==> src/rtl/energy_voice_activity_detector_macros.svh <==
// Assertion macros used by the voice activity detector RTL.
`ifndef ENERGY_VOICE_ACTIVITY_DETECTOR_MACROS_SVH
`define ENERGY_VOICE_ACTIVITY_DETECTOR_MACROS_SVH

// Same-cycle implication, checked on clk outside of reset.
`define EVAD_ASSERT_NOW(label, ante, cons, msg) \
    label: assert property (@(posedge clk) disable iff (!rst_n) (ante) |-> (cons)) \
        else $error(msg);

// Next-cycle implication, checked on clk outside of reset.
`define EVAD_ASSERT_NEXT(label, ante, cons, msg) \
    label: assert property (@(posedge clk) disable iff (!rst_n) (ante) |=> (cons)) \
        else $error(msg);

`endif

==> src/rtl/evad_pkg.sv <==
// Types and constants shared by the voice activity detector modules.
package evad_pkg;

    localparam int SAMPLE_W = 16;
    localparam int ENERGY_W = 32;
    localparam int HOLD_W   = 16;
    localparam int CFG_IDX_W  = 2;
    localparam int CFG_DATA_W = 32;

    localparam logic [CFG_IDX_W-1:0] CFG_THRESHOLD = 2'd0;
    localparam logic [CFG_IDX_W-1:0] CFG_HANGOVER  = 2'd1;

    localparam logic [ENERGY_W-1:0] THRESHOLD_RESET = 32'd62500000;
    localparam logic [HOLD_W-1:0]   HANGOVER_RESET  = 16'd9600;

    localparam logic [1:0] EVT_NONE  = 2'd0;
    localparam logic [1:0] EVT_START = 2'd1;
    localparam logic [1:0] EVT_END   = 2'd2;

    typedef struct packed {
        logic [ENERGY_W-1:0] threshold;
        logic [HOLD_W-1:0]   hangover;
    } cfg_t;

endpackage

==> src/rtl/evad_ring.sv <==
// Ring buffer memory with per-entry valid bits and a registered read port.
module evad_ring #(
    parameter int DEPTH = 50,
    parameter int WIDTH = 16
) (
    input  logic                     clk,
    input  logic                     rst_n,
    input  logic                     rd_en,
    input  logic [$clog2(DEPTH)-1:0] rd_addr,
    output logic [WIDTH-1:0]         rd_data,
    input  logic                     wr_en,
    input  logic [$clog2(DEPTH)-1:0] wr_addr,
    input  logic [WIDTH-1:0]         wr_data
);

    logic [WIDTH-1:0] mem [DEPTH];
    logic [WIDTH-1:0] rd_q_reg;
    logic [DEPTH-1:0] filled_reg;
    logic             rd_filled_reg;

    always_ff @(posedge clk)
    begin
        if (wr_en)
        begin
            mem[wr_addr] <= wr_data;
        end
        if (rd_en)
        begin
            rd_q_reg <= mem[rd_addr];
        end
    end

    // An entry never written since reset reads as zero.
    always_ff @(posedge clk or negedge rst_n)
    begin
        if (!rst_n)
        begin
            filled_reg    <= '0;
            rd_filled_reg <= 1'b0;
        end
        else
        begin
            if (wr_en)
            begin
                filled_reg[wr_addr] <= 1'b1;
            end
            if (rd_en)
            begin
                rd_filled_reg <= filled_reg[rd_addr];
            end
        end
    end

    assign rd_data = rd_filled_reg ? rd_q_reg : '0;

endmodule

==> src/rtl/evad_mean.sv <==
// Running mean over the sample window and magnitude of the sample's deviation.
module evad_mean #(
    parameter int MEAN_WINDOW = 50
) (
    input  logic                              clk,
    input  logic                              rst_n,
    input  logic                              in_valid,
    output logic                              in_ready,
    input  logic signed [evad_pkg::SAMPLE_W-1:0] sample,
    output logic                              mag_valid,
    input  logic                              mag_ready,
    output logic [evad_pkg::SAMPLE_W-1:0]     mag
);

    import evad_pkg::*;

    localparam int AW      = $clog2(MEAN_WINDOW);
    localparam int SUM_W   = SAMPLE_W + AW;
    localparam int SHIFT   = SUM_W + AW;
    localparam int RECIP_W = SUM_W + 1;
    localparam int PROD_W  = SUM_W + RECIP_W;
    // Reciprocal that gives exact floor division for any SUM_W-bit magnitude.
    localparam logic [63:0] RECIP_FULL = ((64'd1 << SHIFT) / 64'(MEAN_WINDOW)) + 64'd1;
    localparam logic [RECIP_W-1:0] RECIP = RECIP_FULL[RECIP_W-1:0];
    localparam logic [AW-1:0] LAST_IDX = AW'(MEAN_WINDOW - 1);

    // Stage 1: new sample with the sample it displaces from the ring.
    logic                       s1_valid_reg;
    logic signed [SAMPLE_W-1:0] s1_sample_reg;
    logic [AW-1:0]              s1_idx_reg;
    logic [AW-1:0]              rd_ptr_reg;
    logic [SAMPLE_W-1:0]        old_raw;
    // Stage 2: updated running sum.
    logic                       s2_valid_reg;
    logic signed [SAMPLE_W-1:0] s2_sample_reg;
    logic signed [SUM_W-1:0]    s2_sum_reg;
    logic signed [SUM_W-1:0]    sample_sum_reg;
    logic signed [SUM_W-1:0]    sample_sum_next;
    // Stage 3: reciprocal product of the sum magnitude.
    logic                       s3_valid_reg;
    logic signed [SAMPLE_W-1:0] s3_sample_reg;
    logic [PROD_W-1:0]          s3_prod_reg;
    logic                       s3_neg_reg;
    logic [SUM_W-1:0]           sum_mag;
    // Stage 4: deviation magnitude.
    logic                       s4_valid_reg;
    logic [SAMPLE_W-1:0]        s4_mag_reg;
    logic [SAMPLE_W-1:0]        quot;
    logic signed [SAMPLE_W+1:0] mean_s;
    logic signed [SAMPLE_W+1:0] dev_s;
    logic signed [SAMPLE_W+1:0] abs_dev;

    logic accept, move1, move2, move3, move4;
    logic free1, free2, free3, free4;

    assign move4 = s4_valid_reg && mag_ready;
    assign free4 = !s4_valid_reg || move4;
    assign move3 = s3_valid_reg && free4;
    assign free3 = !s3_valid_reg || move3;
    assign move2 = s2_valid_reg && free3;
    assign free2 = !s2_valid_reg || move2;
    assign move1 = s1_valid_reg && free2;
    assign free1 = !s1_valid_reg || move1;
    assign in_ready = free1;
    assign accept   = in_valid && free1;

    evad_ring #(
        .DEPTH (MEAN_WINDOW),
        .WIDTH (SAMPLE_W)
    ) u_sample_ring (
        .clk     (clk),
        .rst_n   (rst_n),
        .rd_en   (accept),
        .rd_addr (rd_ptr_reg),
        .rd_data (old_raw),
        .wr_en   (move1),
        .wr_addr (s1_idx_reg),
        .wr_data (s1_sample_reg)
    );

    always_comb
    begin
        sample_sum_next = sample_sum_reg + SUM_W'(s1_sample_reg) - SUM_W'($signed(old_raw));
        sum_mag = s2_sum_reg[SUM_W-1] ? SUM_W'(-s2_sum_reg) : SUM_W'(s2_sum_reg);
        quot    = s3_prod_reg[SHIFT +: SAMPLE_W];
        mean_s  = s3_neg_reg ? -$signed({2'b00, quot}) : $signed({2'b00, quot});
        dev_s   = (SAMPLE_W + 2)'(s3_sample_reg) - mean_s;
        abs_dev = dev_s[SAMPLE_W+1] ? -dev_s : dev_s;
    end

    always_ff @(posedge clk or negedge rst_n)
    begin
        if (!rst_n)
        begin
            s1_valid_reg   <= 1'b0;
            s2_valid_reg   <= 1'b0;
            s3_valid_reg   <= 1'b0;
            s4_valid_reg   <= 1'b0;
            rd_ptr_reg     <= '0;
            sample_sum_reg <= '0;
        end
        else
        begin
            if (free1)
            begin
                s1_valid_reg <= in_valid;
            end
            if (accept)
            begin
                rd_ptr_reg <= (rd_ptr_reg == LAST_IDX) ? '0 : rd_ptr_reg + 1'b1;
            end
            if (free2)
            begin
                s2_valid_reg <= s1_valid_reg;
            end
            if (move1)
            begin
                sample_sum_reg <= sample_sum_next;
            end
            if (free3)
            begin
                s3_valid_reg <= s2_valid_reg;
            end
            if (free4)
            begin
                s4_valid_reg <= s3_valid_reg;
            end
        end
    end

    always_ff @(posedge clk)
    begin
        if (accept)
        begin
            s1_sample_reg <= sample;
            s1_idx_reg    <= rd_ptr_reg;
        end
        if (move1)
        begin
            s2_sample_reg <= s1_sample_reg;
            s2_sum_reg    <= sample_sum_next;
        end
        if (move2)
        begin
            s3_sample_reg <= s2_sample_reg;
            s3_prod_reg   <= PROD_W'(sum_mag) * PROD_W'(RECIP);
            s3_neg_reg    <= s2_sum_reg[SUM_W-1];
        end
        if (move3)
        begin
            s4_mag_reg <= abs_dev[SAMPLE_W-1:0];
        end
    end

    assign mag_valid = s4_valid_reg;
    assign mag       = s4_mag_reg;

endmodule

==> src/rtl/evad_energy.sv <==
// Squared deviation, windowed energy sum, threshold test and hangover control.
module evad_energy #(
    parameter int ENERGY_WINDOW = 50
) (
    input  logic                          clk,
    input  logic                          rst_n,
    input  evad_pkg::cfg_t                cfg,
    input  logic                          mag_valid,
    output logic                          mag_ready,
    input  logic [evad_pkg::SAMPLE_W-1:0] mag,
    output logic                          out_valid,
    input  logic                          out_ready,
    output logic [1:0]                    event_res,
    output logic                          speech_active,
    output logic [evad_pkg::ENERGY_W-1:0] window_energy
);

    import evad_pkg::*;

    localparam int AW = $clog2(ENERGY_WINDOW);
    localparam logic [AW-1:0] LAST_IDX = AW'(ENERGY_WINDOW - 1);

    logic                s5_valid_reg;
    logic [ENERGY_W-1:0] s5_sq_reg;
    logic [AW-1:0]       s5_idx_reg;
    logic [AW-1:0]       rd_ptr_reg;
    logic [ENERGY_W-1:0] old_sq;

    logic [ENERGY_W-1:0] energy_sum_reg;
    logic [ENERGY_W-1:0] energy_sum_next;
    logic [HOLD_W-1:0]   hold_reg;
    logic [HOLD_W-1:0]   hold_next;
    logic                active_reg;
    logic                active_next;
    logic [1:0]          evt_next;
    logic [HOLD_W-1:0]   hold_load;
    logic [HOLD_W-1:0]   hold_dec;
    logic                speech;

    logic                out_valid_reg;
    logic [1:0]          out_evt_reg;
    logic                out_active_reg;
    logic [ENERGY_W-1:0] out_energy_reg;

    logic load5, move5, free5, free_out;

    assign free_out  = !out_valid_reg || out_ready;
    assign move5     = s5_valid_reg && free_out;
    assign free5     = !s5_valid_reg || move5;
    assign mag_ready = free5;
    assign load5     = mag_valid && free5;

    evad_ring #(
        .DEPTH (ENERGY_WINDOW),
        .WIDTH (ENERGY_W)
    ) u_square_ring (
        .clk     (clk),
        .rst_n   (rst_n),
        .rd_en   (load5),
        .rd_addr (rd_ptr_reg),
        .rd_data (old_sq),
        .wr_en   (move5),
        .wr_addr (s5_idx_reg),
        .wr_data (s5_sq_reg)
    );

    always_comb
    begin
        energy_sum_next = energy_sum_reg + s5_sq_reg - old_sq;
        speech    = energy_sum_next > cfg.threshold;
        hold_load = (cfg.hangover == '0) ? HOLD_W'(1) : cfg.hangover;
        hold_dec  = (hold_reg == '0) ? '0 : hold_reg - 1'b1;
        hold_next   = hold_reg;
        active_next = active_reg;
        evt_next    = EVT_NONE;
        if (active_reg)
        begin
            hold_next = hold_dec;
            // At expiry, speech re-arms the hangover; silence ends the segment.
            if (hold_dec == '0)
            begin
                if (speech)
                begin
                    hold_next = hold_load;
                end
                else
                begin
                    active_next = 1'b0;
                    evt_next    = EVT_END;
                end
            end
        end
        else if (speech)
        begin
            active_next = 1'b1;
            hold_next   = hold_load;
            evt_next    = EVT_START;
        end
    end

    always_ff @(posedge clk or negedge rst_n)
    begin
        if (!rst_n)
        begin
            s5_valid_reg   <= 1'b0;
            rd_ptr_reg     <= '0;
            energy_sum_reg <= '0;
            hold_reg       <= '0;
            active_reg     <= 1'b0;
            out_valid_reg  <= 1'b0;
        end
        else
        begin
            if (free5)
            begin
                s5_valid_reg <= mag_valid;
            end
            if (load5)
            begin
                rd_ptr_reg <= (rd_ptr_reg == LAST_IDX) ? '0 : rd_ptr_reg + 1'b1;
            end
            if (move5)
            begin
                energy_sum_reg <= energy_sum_next;
                hold_reg       <= hold_next;
                active_reg     <= active_next;
            end
            if (free_out)
            begin
                out_valid_reg <= s5_valid_reg;
            end
        end
    end

    always_ff @(posedge clk)
    begin
        if (load5)
        begin
            s5_sq_reg  <= ENERGY_W'(mag) * ENERGY_W'(mag);
            s5_idx_reg <= rd_ptr_reg;
        end
        if (move5)
        begin
            out_evt_reg    <= evt_next;
            out_active_reg <= active_next;
            out_energy_reg <= energy_sum_next;
        end
    end

    assign out_valid     = out_valid_reg;
    assign event_res     = out_evt_reg;
    assign speech_active = out_active_reg;
    assign window_energy = out_energy_reg;

`include "energy_voice_activity_detector_macros.svh"

    `EVAD_ASSERT_NOW(a_active_has_hold, active_reg, hold_reg != '0, "active with empty hangover")
    `EVAD_ASSERT_NOW(a_start_is_active, out_valid_reg && out_evt_reg == EVT_START,
        out_active_reg, "speech start without active flag")
    `EVAD_ASSERT_NOW(a_end_is_idle, out_valid_reg && out_evt_reg == EVT_END,
        !out_active_reg, "speech end with active flag")
    `EVAD_ASSERT_NEXT(a_stall_holds_sum, s5_valid_reg && !free_out,
        $stable(energy_sum_reg), "energy sum moved while stalled")

endmodule

==> src/rtl/energy_voice_activity_detector.sv <==
// Path: mean stages s1 to s4, energy stage s5, then the output register; any stage can stall.
// Throughput: one sample per cycle while out_ready is high; every stage holds one item and fills bubbles.
// The mean divide is a reciprocal multiply and each squaring has its own stage.
// Reset clears all control state and the ring valid bits at once; the block
// takes samples in the first cycle after reset, with no clearing pass.
module energy_voice_activity_detector #(
    parameter int MEAN_WINDOW   = 50,
    parameter int ENERGY_WINDOW = 50
) (
    input  logic                              clk,
    input  logic                              rst_n,
    input  logic                              in_valid,
    output logic                              in_ready,
    input  logic signed [evad_pkg::SAMPLE_W-1:0] sample,
    output logic                              out_valid,
    input  logic                              out_ready,
    output logic [1:0]                        event_res,
    output logic                              speech_active,
    output logic [evad_pkg::ENERGY_W-1:0]     window_energy,
    input  logic                              cfg_valid,
    output logic                              cfg_ready,
    input  logic [evad_pkg::CFG_IDX_W-1:0]    cfg_index,
    input  logic [evad_pkg::CFG_DATA_W-1:0]   cfg_data
);

    import evad_pkg::*;

    cfg_t                cfg_reg;
    logic                mag_valid;
    logic                mag_ready;
    logic [SAMPLE_W-1:0] mag;

    assign cfg_ready = 1'b1;

    // Writes to an index outside the register list are dropped.
    always_ff @(posedge clk or negedge rst_n)
    begin
        if (!rst_n)
        begin
            cfg_reg.threshold <= THRESHOLD_RESET;
            cfg_reg.hangover  <= HANGOVER_RESET;
        end
        else if (cfg_valid)
        begin
            case (cfg_index)
                CFG_THRESHOLD: cfg_reg.threshold <= cfg_data[ENERGY_W-1:0];
                CFG_HANGOVER:  cfg_reg.hangover  <= cfg_data[HOLD_W-1:0];
                default:       cfg_reg <= cfg_reg;
            endcase
        end
    end

    evad_mean #(
        .MEAN_WINDOW (MEAN_WINDOW)
    ) u_mean (
        .clk       (clk),
        .rst_n     (rst_n),
        .in_valid  (in_valid),
        .in_ready  (in_ready),
        .sample    (sample),
        .mag_valid (mag_valid),
        .mag_ready (mag_ready),
        .mag       (mag)
    );

    evad_energy #(
        .ENERGY_WINDOW (ENERGY_WINDOW)
    ) u_energy (
        .clk           (clk),
        .rst_n         (rst_n),
        .cfg           (cfg_reg),
        .mag_valid     (mag_valid),
        .mag_ready     (mag_ready),
        .mag           (mag),
        .out_valid     (out_valid),
        .out_ready     (out_ready),
        .event_res     (event_res),
        .speech_active (speech_active),
        .window_energy (window_energy)
    );

endmodule
==> config.mk <==
export PLATFORM = sky130hd
export DESIGN_NAME = energy_voice_activity_detector
export DESIGN_NICKNAME = d
export VERILOG_FILES = /design/src/rtl/evad_pkg.sv /design/src/rtl/evad_ring.sv /design/src/rtl/evad_mean.sv /design/src/rtl/evad_energy.sv /design/src/rtl/energy_voice_activity_detector.sv
export VERILOG_INCLUDE_DIRS = /design/src /design/src/rtl
export SDC_FILE = /design/constraint.sdc
export NUM_CORES = 2
export LEC_CHECK = 0
export ABC_AREA = 1
export BUFFER_PORTS_ARGS = -buffer_cell sky130_fd_sc_hd__buf_2
export CAP_MARGIN = 20
export CORE_ASPECT_RATIO = 2
export CORE_MARGIN = 8
export CORE_UTILIZATION = 46
export DETAILED_ROUTE_END_ITERATION = 10
export PLACE_DENSITY = 0.63
export SYNTH_ARGS = -nofsm -noshare
export SYNTH_HDL_FRONTEND = slang
export SYNTH_SLANG_ARGS = --single-unit
==> constraint.sdc <==
create_clock -name clk -period 7.02 [get_ports clk]
set_clock_uncertainty 0.1 [all_clocks]
set_input_delay 1.404 -clock clk [delete_from_list [all_inputs] [get_ports clk]]
set_output_delay 1.404 -clock clk [all_outputs]
set_load 0.01 [all_outputs]
==> run_results.csv <==
group,metric,value,unit
synth,netlist_area,0.1325,mm^2
timing,grt_setup_unrepaired,"yes",
setup_path,reg2reg_to,"u_mean.s3_prod_reg[39]$_DFFE_PP_",
synth,synth-seq-cells,2817,
place,hpwlAfterDp,270.1,mm
timing,worst_pin_slew,1.289,ns
hold_path,holdPathStages,0,
synth,seq_area_frac_synth,62.96,%
cts,clk_pin_slew,0.07,ns
synth,synth_top_area_share,58.43,%
grt,grt_max_degree,196,
synth,ys_top_cells_by_count,"edfxtp_1 (2578), nor2_1 (1560), o21ai_0 (1450)",
setup_path,cp_num_buf_inv,10,
timing,final.period_utilization,99.42,%
synth,ys_warn_count,0,
synth,synth_area_leader_cell,"edfxtp_1",
hold_path,min-delay-start,"u_mean.s2_sample_reg[3]$_DFFE_PP_",
synth,syn_inst,11460,
setup_path,max_stage_delay,0.61,ns
floorplan,initial_core_util,46.22,%
place,place_inst,15230,
timing,hold_ws,0.3157,ns
setup_path,path_class,"reg2reg",
cells_and_area,nNetsFinal,12610,
cts,cts_made_buffers,246,
setup_path,crit_path_end_kind,"flip-flop",
cts,postCtsHoldBufs,0,
setup_path,crit_arrival,7.53,ns
grt,first_global_vias,93250,
cells_and_area,largest_register_ffs,1550,
synth,syn_area_per_cell,11.56,um^2
grt,gr-total-overflow,0,
timing,fin_tns_setup,0,ns
route,drcViolationCount,0,
setup_path,cp.required,7.57,ns
timing,setup_slack,0.04076,ns
timing,slew_viol_final,0,
hold_path,hold_class,"reg2reg",
cts,cts.sinks,2817,
grt,antenna_found_initial,7,
synth,syn-num-nets,12340,
floorplan,core,0.2866,mm^2
floorplan,die_w,395.5,um
timing,min_period,6.979,ns
synth,synth_ff_type,"edfxtp_1",
setup_path,cp_max_fo,4,
floorplan,ios,93,
setup_path,slowest_stage,"fa_1",
timing,setup_violations,0,
timing,hold_viol,0,
setup_path,cpLargestDelayFamily,"adder cells",
cells_and_area,top_regs,"u_energy.u_square_ring.mem x1550, u_mean.u_sample_ring.mem x800",
synth,ys_types,62,
route,vias,90980,
cts,cts_htree_levels,4,
cells_and_area,layout-drive-gt1-share,11.40,%
cts,clock_tree.root_cell,"clkbuf_16",
setup_path,reg2reg_depth,32,
route,drtAntennaViolNets,0,
setup_path,r2r_start,"u_mean.s2_sum_reg[1]$_DFFE_PP_",
cells_and_area,finalNonFillerCells,15730,
synth,synth_edf_count,2578,
grt,grt_use_total,25.65,%
cells_and_area,top_register,"u_energy.u_square_ring.mem",
route,first_pass_iters,8,
setup_path,r2r_slack,0.04,ns
outcome,status,"finished, final reports clean",
route,wl_per_cell,25.95,um
place,io_buffers,91,
floorplan,rows,278,
hold_path,holdPathEnd,"u_mean.s3_sample_reg[3]$_DFFE_PP_",
synth,synth.most_common_cell,"edfxtp_1",
route,via_per_inst,5.785,
cts,clk_latency,0.93,ns
synth,async_flop_share,8.484,%
floorplan,die_y,775.0,um
timing,max_freq,143.3,MHz
route,first_iter_violations,7852,
grt,grt_first_pass_wirelength,592.9,mm
cts,cts_tree,"yes",
flow_run,maxCapViolations,0,
place,finalWeightedCongestion,0.9163,
setup_path,start_kind,"flip-flop",
timing,relSlewSlack,13.19,%
floorplan,die-area,0.3065,mm^2
cts,clockBufferDepth,4,
cells_and_area,syn2layout_area_growth,12.70,%
place,pre_cts_ws,-0.6471,ns
synth,yosys-top-cells-area,"edfxtp_1 (58%), fa_1 (5.9%), o21ai_0 (5.5%)",
route,wirelength,408.1,mm
final cells by class:
class	instances	area, um^2
Inverter	1168	4415
Clock buffer	296	6425
Tap cell	3780	4730
Sequential cell	2817	83440
Timing Repair Buffer	592	4591
Antenna cell	11	27.53
Multi-Input combinational cell	6910	44000
Fill cell	24630	137300
Clock inverter	152	1687
worst max-delay path by stage:
stage | from | slack [ns] | cells after the start | end
2_1_floorplan | u_mean.s2_sum_reg[0]$_DFFE_PP_ | 0.04 | 29 | u_mean.s3_prod_reg[37]$_DFFE_PP_
3_3_place_gp | u_mean.s2_sum_reg[0]$_DFFE_PP_ | -0.87 | 33 | u_mean.s3_prod_reg[43]$_DFFE_PP_
3_5_place_dp | u_mean.s2_sum_reg[0]$_DFFE_PP_ | -0.65 | 32 | u_mean.s3_prod_reg[39]$_DFFE_PP_
4_1_cts | u_mean.s2_sum_reg[0]$_DFFE_PP_ | 0.002 | 35 | u_mean.s3_prod_reg[40]$_DFFE_PP_
5_1_grt | u_mean.s2_sum_reg[2]$_DFFE_PP_ | -0.19 | 30 | u_mean.s3_prod_reg[39]$_DFFE_PP_
6_report | u_mean.s2_sum_reg[1]$_DFFE_PP_ | 0.04 | 32 | u_mean.s3_prod_reg[39]$_DFFE_PP_
worst register-to-register path: cells and delay by family (launching register included):
| family | cells | cell delay (ns) |
|---|---|---|
| buf+inv | 10 | 1.15 |
| xor+xnor | 2 | 0.25 |
| simple gates | 7 | 0.83 |
| fa+ha+maj | 9 | 3.41 |
| flops | 1 | 0.38 |
| compound gates | 4 | 0.68 |
kinds of logic after synthesis:
group,Yosys count,share of synthesized area [%]
AND/OR/NAND/NOR,3353,10.30
flip-flops,2817,62.96
AO/OA/AOI/OAI,2574,10.65
buffers and inverters,1736,5.027
adder cells (fa/ha/maj),822,9.973
XOR/XNOR,160,1.078
other,1,0.002831
placed cells by master (no fill, tap or decap), types with 30 or more instances in the layout:
cell	n
clkinv_1	35
clkinv_2	49
o22ai_1	558
inv_1	1130
a21oi_1	345
bufinv_16	30
or2_2	79
nand2_1	1280
buf_4	464
nor2_4	66
clkbuf_16	247
dfrtp_1	217
o21ai_0	1435
ha_4	41
nor2_1	1478
ha_1	391
xor2_1	102
fa_1	378
edfxtp_1	2578
nand3_1	170
clkbuf_1	43
xnor2_1	50
nor3_1	32
nand4_1	133
buf_2	90
per-stage QoR:
| stage | util (%) | area [um^2] |
|---|---|---|
| 2_1_floorplan | - | 132500 |
| 3_3_place_gp | 48.71 | 139600 |
| 3_5_place_dp | 48.73 | 139700 |
| 4_1_cts | 51.76 | 148400 |
| 5_1_grt | 52.09 | 149300 |
| 6_report | 52.09 | 149300 |
repair_timing:
action	in CTS	in global routing
buffers inserted	12	21
pin swaps	37	68
resized for setup	99	152
setup endpoints to repair	16	17
per-layer routing:
metal	share of wire, %	wire, um	vias to the layer above	track usage (%)
met5	0.0027	11	-	0
met1	32	129500	45560	25.58
met2	54	219700	3736	48.48
li1	-	-	40490	-
met3	5.4	22120	1198	2.733
met4	9.0	36880	2	19.15
Power is not shown: default switching activity piles up to over one toggle a cycle in this logic, so the estimate is an artifact.
